[config.mk]
export PLATFORM = sky130hd
export DESIGN_NAME = txid_remap_pending_table
export DESIGN_NICKNAME = d
export VERILOG_FILES = /design/src/design/trpt_pkg.sv /design/src/design/txid_remap_pending_table.sv
export SDC_FILE = /design/constraint.sdc
export NUM_CORES = 2
export LEC_CHECK = 0
export BUFFER_PORTS_ARGS = -buffer_cell sky130_fd_sc_hd__clkbuf_2
export CORE_MARGIN = 10
export CORE_UTILIZATION = 32
export CTS_CLUSTER_DIAMETER = 120
export DETAILED_ROUTE_END_ITERATION = 7
export GPL_ROUTABILITY_DRIVEN = 1
export PLACE_DENSITY = 0.48
export SLEW_MARGIN = 20
export SYNTH_ARGS = -nofsm -noshare
export SYNTH_HDL_FRONTEND = slang
export SYNTH_SLANG_ARGS = --single-unit
export TNS_END_PERCENT = 1
[constraint.sdc]
create_clock -name clk -period 9.5 [get_ports clk]
set_input_delay 0.95 -clock clk [delete_from_list [all_inputs] [get_ports clk]]
set_output_delay 0.95 -clock clk [all_outputs]
set_load 0.01 [all_outputs]
[src/design/trpt_pkg.sv]
package trpt_pkg;

	// request opcodes
	localparam logic [1:0] OP_QUERY = 2'd0;
	localparam logic [1:0] OP_REPLY = 2'd1;
	localparam logic [1:0] OP_TICK  = 2'd2;

	// result kinds
	localparam logic [1:0] KIND_FORWARD = 2'd0;
	localparam logic [1:0] KIND_FULL    = 2'd1;
	localparam logic [1:0] KIND_REPLY   = 2'd2;
	localparam logic [1:0] KIND_TIMEOUT = 2'd3;

	// configuration register indexes
	localparam int CFG_IDX_W = 1;
	localparam logic [CFG_IDX_W-1:0] REG_TIMEOUT   = 1'd0;
	localparam logic [CFG_IDX_W-1:0] REG_THRESHOLD = 1'd1;
	localparam int CFG_DATA_W = 31;

	localparam logic [30:0] TIMEOUT_RESET   = 31'd2000000;
	localparam logic [7:0]  THRESHOLD_RESET = 8'd3;
	localparam logic [7:0]  COUNT_MAX       = 8'd255;

	// results per sweep tick
	localparam int MAX_OUT = 16;
	localparam int HITS_W  = $clog2(MAX_OUT + 1);

	typedef struct packed {
		logic [1:0]  op;
		logic [15:0] txid;
		logic [31:0] client_ip;
		logic [15:0] client_port;
		logic [31:0] now_us;
	} req_item_t;

	typedef struct packed {
		logic [1:0]  kind;
		logic [3:0]  slot;
		logic [15:0] client_txid_out;
		logic [31:0] client_ip_out;
		logic [15:0] client_port_out;
		logic        upstream_sel;
		logic        failed_over;
		logic        last;
	} rsp_item_t;

	// one table entry in the slot memory
	typedef struct packed {
		logic [15:0] orig_txid;
		logic [31:0] client_ip;
		logic [15:0] client_port;
		logic [31:0] sent_time;
	} slot_word_t;

	typedef enum logic [1:0] {
		ST_IDLE,
		ST_REPLY,
		ST_SWEEP,
		ST_FLUSH
	} state_t;

endpackage

[src/design/txid_remap_pending_table.sv]
// channel | direction | handshake            | payload
// req     | in        | req_valid, req_stall | req_data   (req_item_t)
// rsp     | out       | rsp_valid, rsp_stall | rsp_data   (rsp_item_t)
// cfg     | in        | cfg_we               | cfg_index, cfg_data
//
// a query passes through FLUSH, a reply through REPLY and FLUSH, a tick through SWEEP and FLUSH; the
// sweep walks the slot memory one entry a cycle, unless held, through its single read port
// one item is worked at a time; req_stall is high until the item is finished
// a sweep halts on an expiry while a result waits and the output register is held
// reset clears the valid bits, counters and handshakes; slot payloads are
// read only for valid slots, so the memory needs no clearing pass
module txid_remap_pending_table
	import trpt_pkg::*;
#(
	parameter int SLOTS = 16
) (
	input  logic                 clk,
	input  logic                 arst_n,
	input  logic                 req_valid,
	output logic                 req_stall,
	input  req_item_t            req_data,
	output logic                 rsp_valid,
	input  logic                 rsp_stall,
	output rsp_item_t            rsp_data,
	input  logic                 cfg_we,
	input  logic [CFG_IDX_W-1:0] cfg_index,
	input  logic [CFG_DATA_W-1:0] cfg_data
);

	localparam int IdxW = (SLOTS > 1) ? $clog2(SLOTS) : 1;
	localparam logic [IdxW-1:0] LastIdx = IdxW'(SLOTS - 1);

	state_t state_q, state_d;

	logic [SLOTS-1:0]  valid_q;
	slot_word_t        mem [SLOTS];
	slot_word_t        rdata_s1;
	logic [IdxW-1:0]   idx_s1;
	logic [IdxW-1:0]   rd_addr;

	logic [31:0]       now_q;
	logic [30:0]       timeout_q;
	logic [7:0]        thresh_q;
	logic [7:0]        tcount_q, tcount_d;
	logic              upsel_q, upsel_d;
	logic [HITS_W-1:0] hits_q;

	logic              pend_valid_q;
	rsp_item_t         pend_q, pend_d;
	logic              rsp_valid_q;
	rsp_item_t         rsp_q;

	// control from the sequencer
	logic              pend_load, push, push_last;
	logic              wr_en, set_v, clr_v;
	logic              hits_inc, hits_clr, now_load;

	logic              free_found;
	logic [IdxW-1:0]   free_idx;
	logic              rsp_free;
	logic [31:0]       age;
	logic              expired;
	logic              at_end;
	logic [7:0]        cnt_inc;
	logic              fo_hit;
	logic [IdxW-1:0]   req_idx;
	logic              reply_ok;

	// lowest free slot
	always_comb begin
		free_found = 1'b0;
		free_idx   = '0;
		for (int i = SLOTS - 1; i >= 0; i--) begin
			if (!valid_q[i]) begin
				free_found = 1'b1;
				free_idx   = IdxW'(i);
			end
		end
	end

	// expiry check and failover count for the entry under the sweep
	assign rsp_free = !rsp_valid_q || !rsp_stall;
	assign age      = now_q - rdata_s1.sent_time;
	assign expired  = valid_q[idx_s1] && !age[31] && (age[30:0] >= timeout_q);
	assign at_end   = (idx_s1 == LastIdx);
	assign cnt_inc  = (tcount_q == COUNT_MAX) ? COUNT_MAX : tcount_q + 8'd1;
	assign fo_hit   = (cnt_inc >= thresh_q);
	assign req_idx  = req_data.txid[IdxW-1:0];
	assign reply_ok = (req_data.txid < 16'(SLOTS)) && valid_q[req_idx];

	// state register
	always_ff @(posedge clk or negedge arst_n) begin
		if (!arst_n) begin
			state_q <= ST_IDLE;
		end else begin
			state_q <= state_d;
		end
	end

	// next state and sequencer outputs
	always_comb begin
		state_d   = state_q;
		req_stall = 1'b1;
		rd_addr   = idx_s1;
		pend_load = 1'b0;
		pend_d    = '0;
		push      = 1'b0;
		push_last = 1'b0;
		wr_en     = 1'b0;
		set_v     = 1'b0;
		clr_v     = 1'b0;
		hits_inc  = 1'b0;
		hits_clr  = 1'b0;
		now_load  = 1'b0;
		tcount_d  = tcount_q;
		upsel_d   = upsel_q;
		case (state_q)
			ST_IDLE: begin
				req_stall = 1'b0;
				rd_addr   = (req_data.op == OP_REPLY) ? req_idx : '0;
				if (req_valid) begin
					case (req_data.op)
						OP_QUERY: begin
							pend_load              = 1'b1;
							pend_d.client_txid_out = req_data.txid;
							pend_d.client_ip_out   = req_data.client_ip;
							pend_d.client_port_out = req_data.client_port;
							pend_d.upstream_sel    = upsel_q;
							pend_d.last            = 1'b1;
							if (free_found) begin
								wr_en       = 1'b1;
								set_v       = 1'b1;
								pend_d.kind = KIND_FORWARD;
								pend_d.slot = 4'(free_idx);
							end else begin
								pend_d.kind = KIND_FULL;
							end
							state_d = ST_FLUSH;
						end
						OP_REPLY: begin
							if (reply_ok) begin
								state_d = ST_REPLY;
							end
						end
						OP_TICK: begin
							hits_clr = 1'b1;
							now_load = 1'b1;
							state_d  = ST_SWEEP;
						end
						default: begin
						end
					endcase
				end
			end
			ST_REPLY: begin
				pend_load              = 1'b1;
				pend_d.kind            = KIND_REPLY;
				pend_d.slot            = 4'(idx_s1);
				pend_d.client_txid_out = rdata_s1.orig_txid;
				pend_d.client_ip_out   = rdata_s1.client_ip;
				pend_d.client_port_out = rdata_s1.client_port;
				pend_d.upstream_sel    = upsel_q;
				pend_d.last            = 1'b1;
				clr_v                  = 1'b1;
				tcount_d               = '0;
				state_d                = ST_FLUSH;
			end
			ST_SWEEP: begin
				rd_addr = at_end ? '0 : idx_s1 + 1'b1;
				if (expired) begin
					if (pend_valid_q && !rsp_free) begin
						// hold the walk on this entry
						rd_addr = idx_s1;
					end else begin
						push                   = pend_valid_q;
						pend_load              = 1'b1;
						pend_d.kind            = KIND_TIMEOUT;
						pend_d.slot            = 4'(idx_s1);
						pend_d.client_txid_out = rdata_s1.orig_txid;
						pend_d.client_ip_out   = rdata_s1.client_ip;
						pend_d.client_port_out = rdata_s1.client_port;
						pend_d.failed_over     = fo_hit;
						pend_d.upstream_sel    = upsel_q ^ fo_hit;
						clr_v                  = 1'b1;
						hits_inc               = 1'b1;
						upsel_d                = upsel_q ^ fo_hit;
						tcount_d               = fo_hit ? '0 : cnt_inc;
						if (at_end || (hits_q == HITS_W'(MAX_OUT - 1))) begin
							state_d = ST_FLUSH;
						end
					end
				end else if (at_end) begin
					state_d = ST_FLUSH;
				end
			end
			ST_FLUSH: begin
				if (!pend_valid_q) begin
					state_d = ST_IDLE;
				end else if (rsp_free) begin
					push      = 1'b1;
					push_last = 1'b1;
					state_d   = ST_IDLE;
				end
			end
			default: begin
				state_d = ST_IDLE;
			end
		endcase
	end

	// slot memory: one write port, one registered read port
	always_ff @(posedge clk) begin
		if (wr_en) begin
			mem[free_idx] <= '{orig_txid:   req_data.txid,
			                   client_ip:   req_data.client_ip,
			                   client_port: req_data.client_port,
			                   sent_time:   req_data.now_us};
		end
		rdata_s1 <= mem[rd_addr];
	end

	// valid bits and control registers
	always_ff @(posedge clk or negedge arst_n) begin
		if (!arst_n) begin
			valid_q      <= '0;
			idx_s1       <= '0;
			tcount_q     <= '0;
			upsel_q      <= 1'b0;
			hits_q       <= '0;
			pend_valid_q <= 1'b0;
			timeout_q    <= TIMEOUT_RESET;
			thresh_q     <= THRESHOLD_RESET;
		end else begin
			idx_s1   <= rd_addr;
			tcount_q <= tcount_d;
			upsel_q  <= upsel_d;
			if (set_v) begin
				valid_q[free_idx] <= 1'b1;
			end
			if (clr_v) begin
				valid_q[idx_s1] <= 1'b0;
			end
			if (hits_clr) begin
				hits_q <= '0;
			end else if (hits_inc) begin
				hits_q <= hits_q + 1'b1;
			end
			if (pend_load) begin
				pend_valid_q <= 1'b1;
			end else if (push) begin
				pend_valid_q <= 1'b0;
			end
			// configuration writes
			if (cfg_we && (cfg_index == REG_TIMEOUT)) begin
				timeout_q <= cfg_data;
			end
			if (cfg_we && (cfg_index == REG_THRESHOLD)) begin
				thresh_q <= cfg_data[7:0];
			end
		end
	end

	// pending result and sweep time
	always_ff @(posedge clk) begin
		if (pend_load) begin
			pend_q <= pend_d;
		end
		if (now_load) begin
			now_q <= req_data.now_us;
		end
	end

	// output register
	always_ff @(posedge clk or negedge arst_n) begin
		if (!arst_n) begin
			rsp_valid_q <= 1'b0;
		end else if (push) begin
			rsp_valid_q <= 1'b1;
		end else if (!rsp_stall) begin
			rsp_valid_q <= 1'b0;
		end
	end

	// last flag sits in the low bit of the result
	always_ff @(posedge clk) begin
		if (push) begin
			rsp_q <= {pend_q[$bits(rsp_item_t)-1:1], push_last};
		end
	end

	assign rsp_valid = rsp_valid_q;
	assign rsp_data  = rsp_q;

	// no result is left behind when the sequencer is idle
	a_idle_no_pend: assert property (@(posedge clk) disable iff (!arst_n)
		(state_q == ST_IDLE) |-> !pend_valid_q)
		else $error("pending result left in idle");

	// a transfer into the output register never overwrites a held result
	a_push_free: assert property (@(posedge clk) disable iff (!arst_n)
		push |-> (!rsp_valid_q || !rsp_stall))
		else $error("output register overwritten");

	// the sweep stops at the per-tick result limit
	a_hits_cap: assert property (@(posedge clk) disable iff (!arst_n)
		(state_q == ST_SWEEP) |-> (hits_q < HITS_W'(MAX_OUT)))
		else $error("sweep past result limit");

	// a reply is only worked on a slot that is still valid
	a_reply_valid: assert property (@(posedge clk) disable iff (!arst_n)
		(state_q == ST_REPLY) |-> valid_q[idx_s1])
		else $error("reply on free slot");

endmodule

==> run metrics <==
CTS Buffer Depth 3; Tcrit/Tclk final 82.9%; synthesized area around 73000 um^2; clock slew at the register clock pins of the worst setup and hold paths 0.06 ns; RD Place Congestion approximately 0.74; Clock Tree Root clkbuf_16; # H-tree levels 4; FF/Latch Area 55300 um^2; grt ovf 0; max cap viols 0; Non-Filler Instances between 7000 and 8000; sequential share of power a little under two fifths; Synth area leader edfxtp_1; Post-synth ARST share roughly 4%; first-pass GRT wire length between 200 and 300 mm; clock power share ~30%; CTS tree done; Hold WC Path Type in2async; gr usage total between 15 and 20%; Setup crit end kind flop; drt first pass iters 5; Fillers roughly 21000; power density cells ~310 nW/um^2; R2R Path Start now_q[0]$_DFFE_PP_; synthesized flop and latch total ~1900; TNS Setup 0 ns; Final Max Slew Viols 0; Gate power share between 30% and 40%; commonest non-fill, non-tap cell in the layout edfxtp_1; initial antenna violation count 31; via count around 36000; Post-CTS Setup Repair Bufs 0; final setup fails 0; I/O pins 210; Lkg Pwr approximately 0.028 uW; post-synth cell types around 60; FP Rows ~180; status finished clean; IO Port Bufs between 200 and 250; worst vdd ir 0.320 mV; vias per cell around 5.0; slowest cell on the critical path a21oi_1; Multi-input gate area 16900 um^2; Die Area ~250000 um^2; antenna viol nets, final 0; top-area cell type share of the netlist area between 70% and 80%; Clk Latency, worst-skew pair between 0.8 and 0.9 ns; Detailed Route Iter0 Violations 2928; Die H 499 um; final net count around 4300; Worst slew margin ~28%; post-DR wirelength/cell 26.6 um; FMAX approximately 0.13 GHz; P_sw about 8500 uW; highest routed layer met5; number of CTS-inserted buffers between 200 and 250; Synth Instances approximately 3800; CTS Sinks approximately 1900; Placed Instances around 7000; Metal-1 WL a little under 90 mm; most frequent cells in the layout edfxtp_1 (1713), mux2i_1 (385), clkbuf_2 (208), clkbuf_16 (204), mux2_2 (203); synthesis-to-finish area growth 15.9%; Pint around 18000 uW; Primary FF master, synth edfxtp_1; worst-margin pin slew roughly 1.1 ns; register area share after synthesis 75.3%; clock skew 0.0344 ns; layout cells sized above 1 a little under a quarter; CTS resizes 0; WL met3 between 9 and 10 mm; syn avg cell area 19.4 um^2; largest stage delay on the critical path around 0.73 ns; vias in the first global route 37499; Post-synth EDFFs 1713; synth top area cells edfxtp_1 (70%), mux4_2 (6.2%), mux2i_1 (5.3%), mux2_2 (3.1%), dfxtp_1 (2.6%); worst hold slack between 0.15 and 0.2 ns; Final Hold Fails 0; crit-path max FO 38; DRT Wirelength ~190 mm; DIE WIDTH ~500 um; DRC 0; Switching Share 31.6%; CTS Hold Buffers Added 0; Post-Synthesis Net Count between 3000 and 4000; hpwl dp around 95 mm; Setup crit start kind flop; crit path launch now_q[0]$_DFFE_PP_; CP arrival between 8 and 9 ns; WP buf/inv 3; Tmin final between 7 and 8 ns; Ys Warns 0; pin count of the biggest net entering global routing between 100 and 150; starting density of the core between 30 and 40%; unrepaired setup endpoints after global routing no; worst setup path category reg2reg; Worst Path Required ~10 ns; delay-heaviest family, CP compound AO/OA/AOI/OAI gates; WL met2 between 90 and 100 mm; core area around 230000 um^2
## worst register-to-register path, delay by kind of cell (launching register included)
family	cells	cell delay, ns
AOI/OAI and AO/OA	15	4.07
buffers and inverters	3	1.06
adders and majority gates	3	0.89
muxes	1	0.63
and+or+nand+nor	4	0.56
DFF	1	0.32
xor gates and xnor gates	1	0.21
## layout make-up
type | count | share of cell area (%)
multi-input combinational | 1620 | 19.9
clock inverter | 110 | 1.49
sequential | 1886 | 65.0
timing repair buffer | 274 | 2.30
antenna | 4 | 0.0118
tap | 3009 | 4.42
clock buffer | 272 | 6.51
inverter | 93 | 0.413
## power by group through the flow
stage                     registers [uW]  logic (uW)  clock network [uW]
after floorplan                    10100        6440                   0
after global placement             10300        8820                   0
after detailed placement           10300        8860                   0
final                              10100        8690                7990
after global routing               10100        9410                8550
after CTS                          10100        8900                8220
## state kept, by name, summed over array words and instances, names as in the netlist
signal	cells
mem	1536
rdata_s1	96
rsp_data	73
pend_q	72
now_q	32
timeout_q	31
valid_q	16
tcount_q	8
thresh_q	8
hits_q	5
idx_s1	4
state_q	2
pend_valid_q	1
rsp_valid	1
upsel_q	1
## routing by layer
layer	vias up	GRT usage [%]
li1	15959	-
met1	19299	20.8
met2	813	24.9
met3	288	3.03
met4	28	3.22
met5	-	0
## logic make-up (layout without fill, tap and decap cells)
logic type | after synthesis | count (layout) | share of synthesized area, %
flops | 1886 | 1886 | 75.3
mux | 790 | 790 | 14.6
compound gates | 479 | 479 | 4.87
buf+inv | 271 | 749 | 1.90
simple gates | 231 | 231 | 1.45
fa+ha+maj | 84 | 84 | 1.44
xor+xnor | 36 | 36 | 0.430
other cells | 0 | 4 | 0
## through the flow
step	setup WS [ns]	instance area, um^2	power [uW]	utilization, %
4_1_cts	1.33	85100	27200	37.4
3_5_place_dp	1.39	78300	19100	34.4
3_3_place_gp	1.34	78200	19100	34.3
5_1_grt	0.923	85100	28100	37.4
2_1_floorplan	1.53	73400	16600	-
6_report	1.62	85100	26800	37.4
## cell usage after synthesis (all sizes together) (6+ instances only)
cell type     n
xor2          8
edfxtp     1713
o21bai        7
ha           83
inv          93
and3         11
mux2        203
a21oi        52
a21o         25
clkbuf       93
dfstp         9
a22oi        97
o22a         11
nor2         59
nand2b       15
buf          85
nor2b        11
a21boi        7
nor3         16
o211ai        8
dfrtp        68
nand2        82
mux2i       385
o21ai        62
nand3        13
xnor2        28
o221ai       96
a31oi        11
a22o         72
mux4        202
dfxtp        96
o21a          6
nand4        11
## path summary, 6_finish.rpt
| kind | depth (start not counted) | to | slack [ns] |
|---|---|---|---|
| max reg2reg | 27 | rdata_s1[53]$_DFF_P_ | 1.62 |
| min in group clk | 3 | timeout_q[17]$_DFFE_PN1P_ | 0.31 |
| max | 27 | rdata_s1[53]$_DFF_P_ | 1.62 |
| min reg2reg | 0 | rsp_data[47]$_DFFE_PP_ | 0.42 |
| max in group asynchronous | 1 | timeout_q[24]$_DFFE_PN0P_ | 8.77 |
| min | 1 | thresh_q[2]$_DFFE_PN0P_ | 0.16 |
Power figures use the tool's default switching activity.
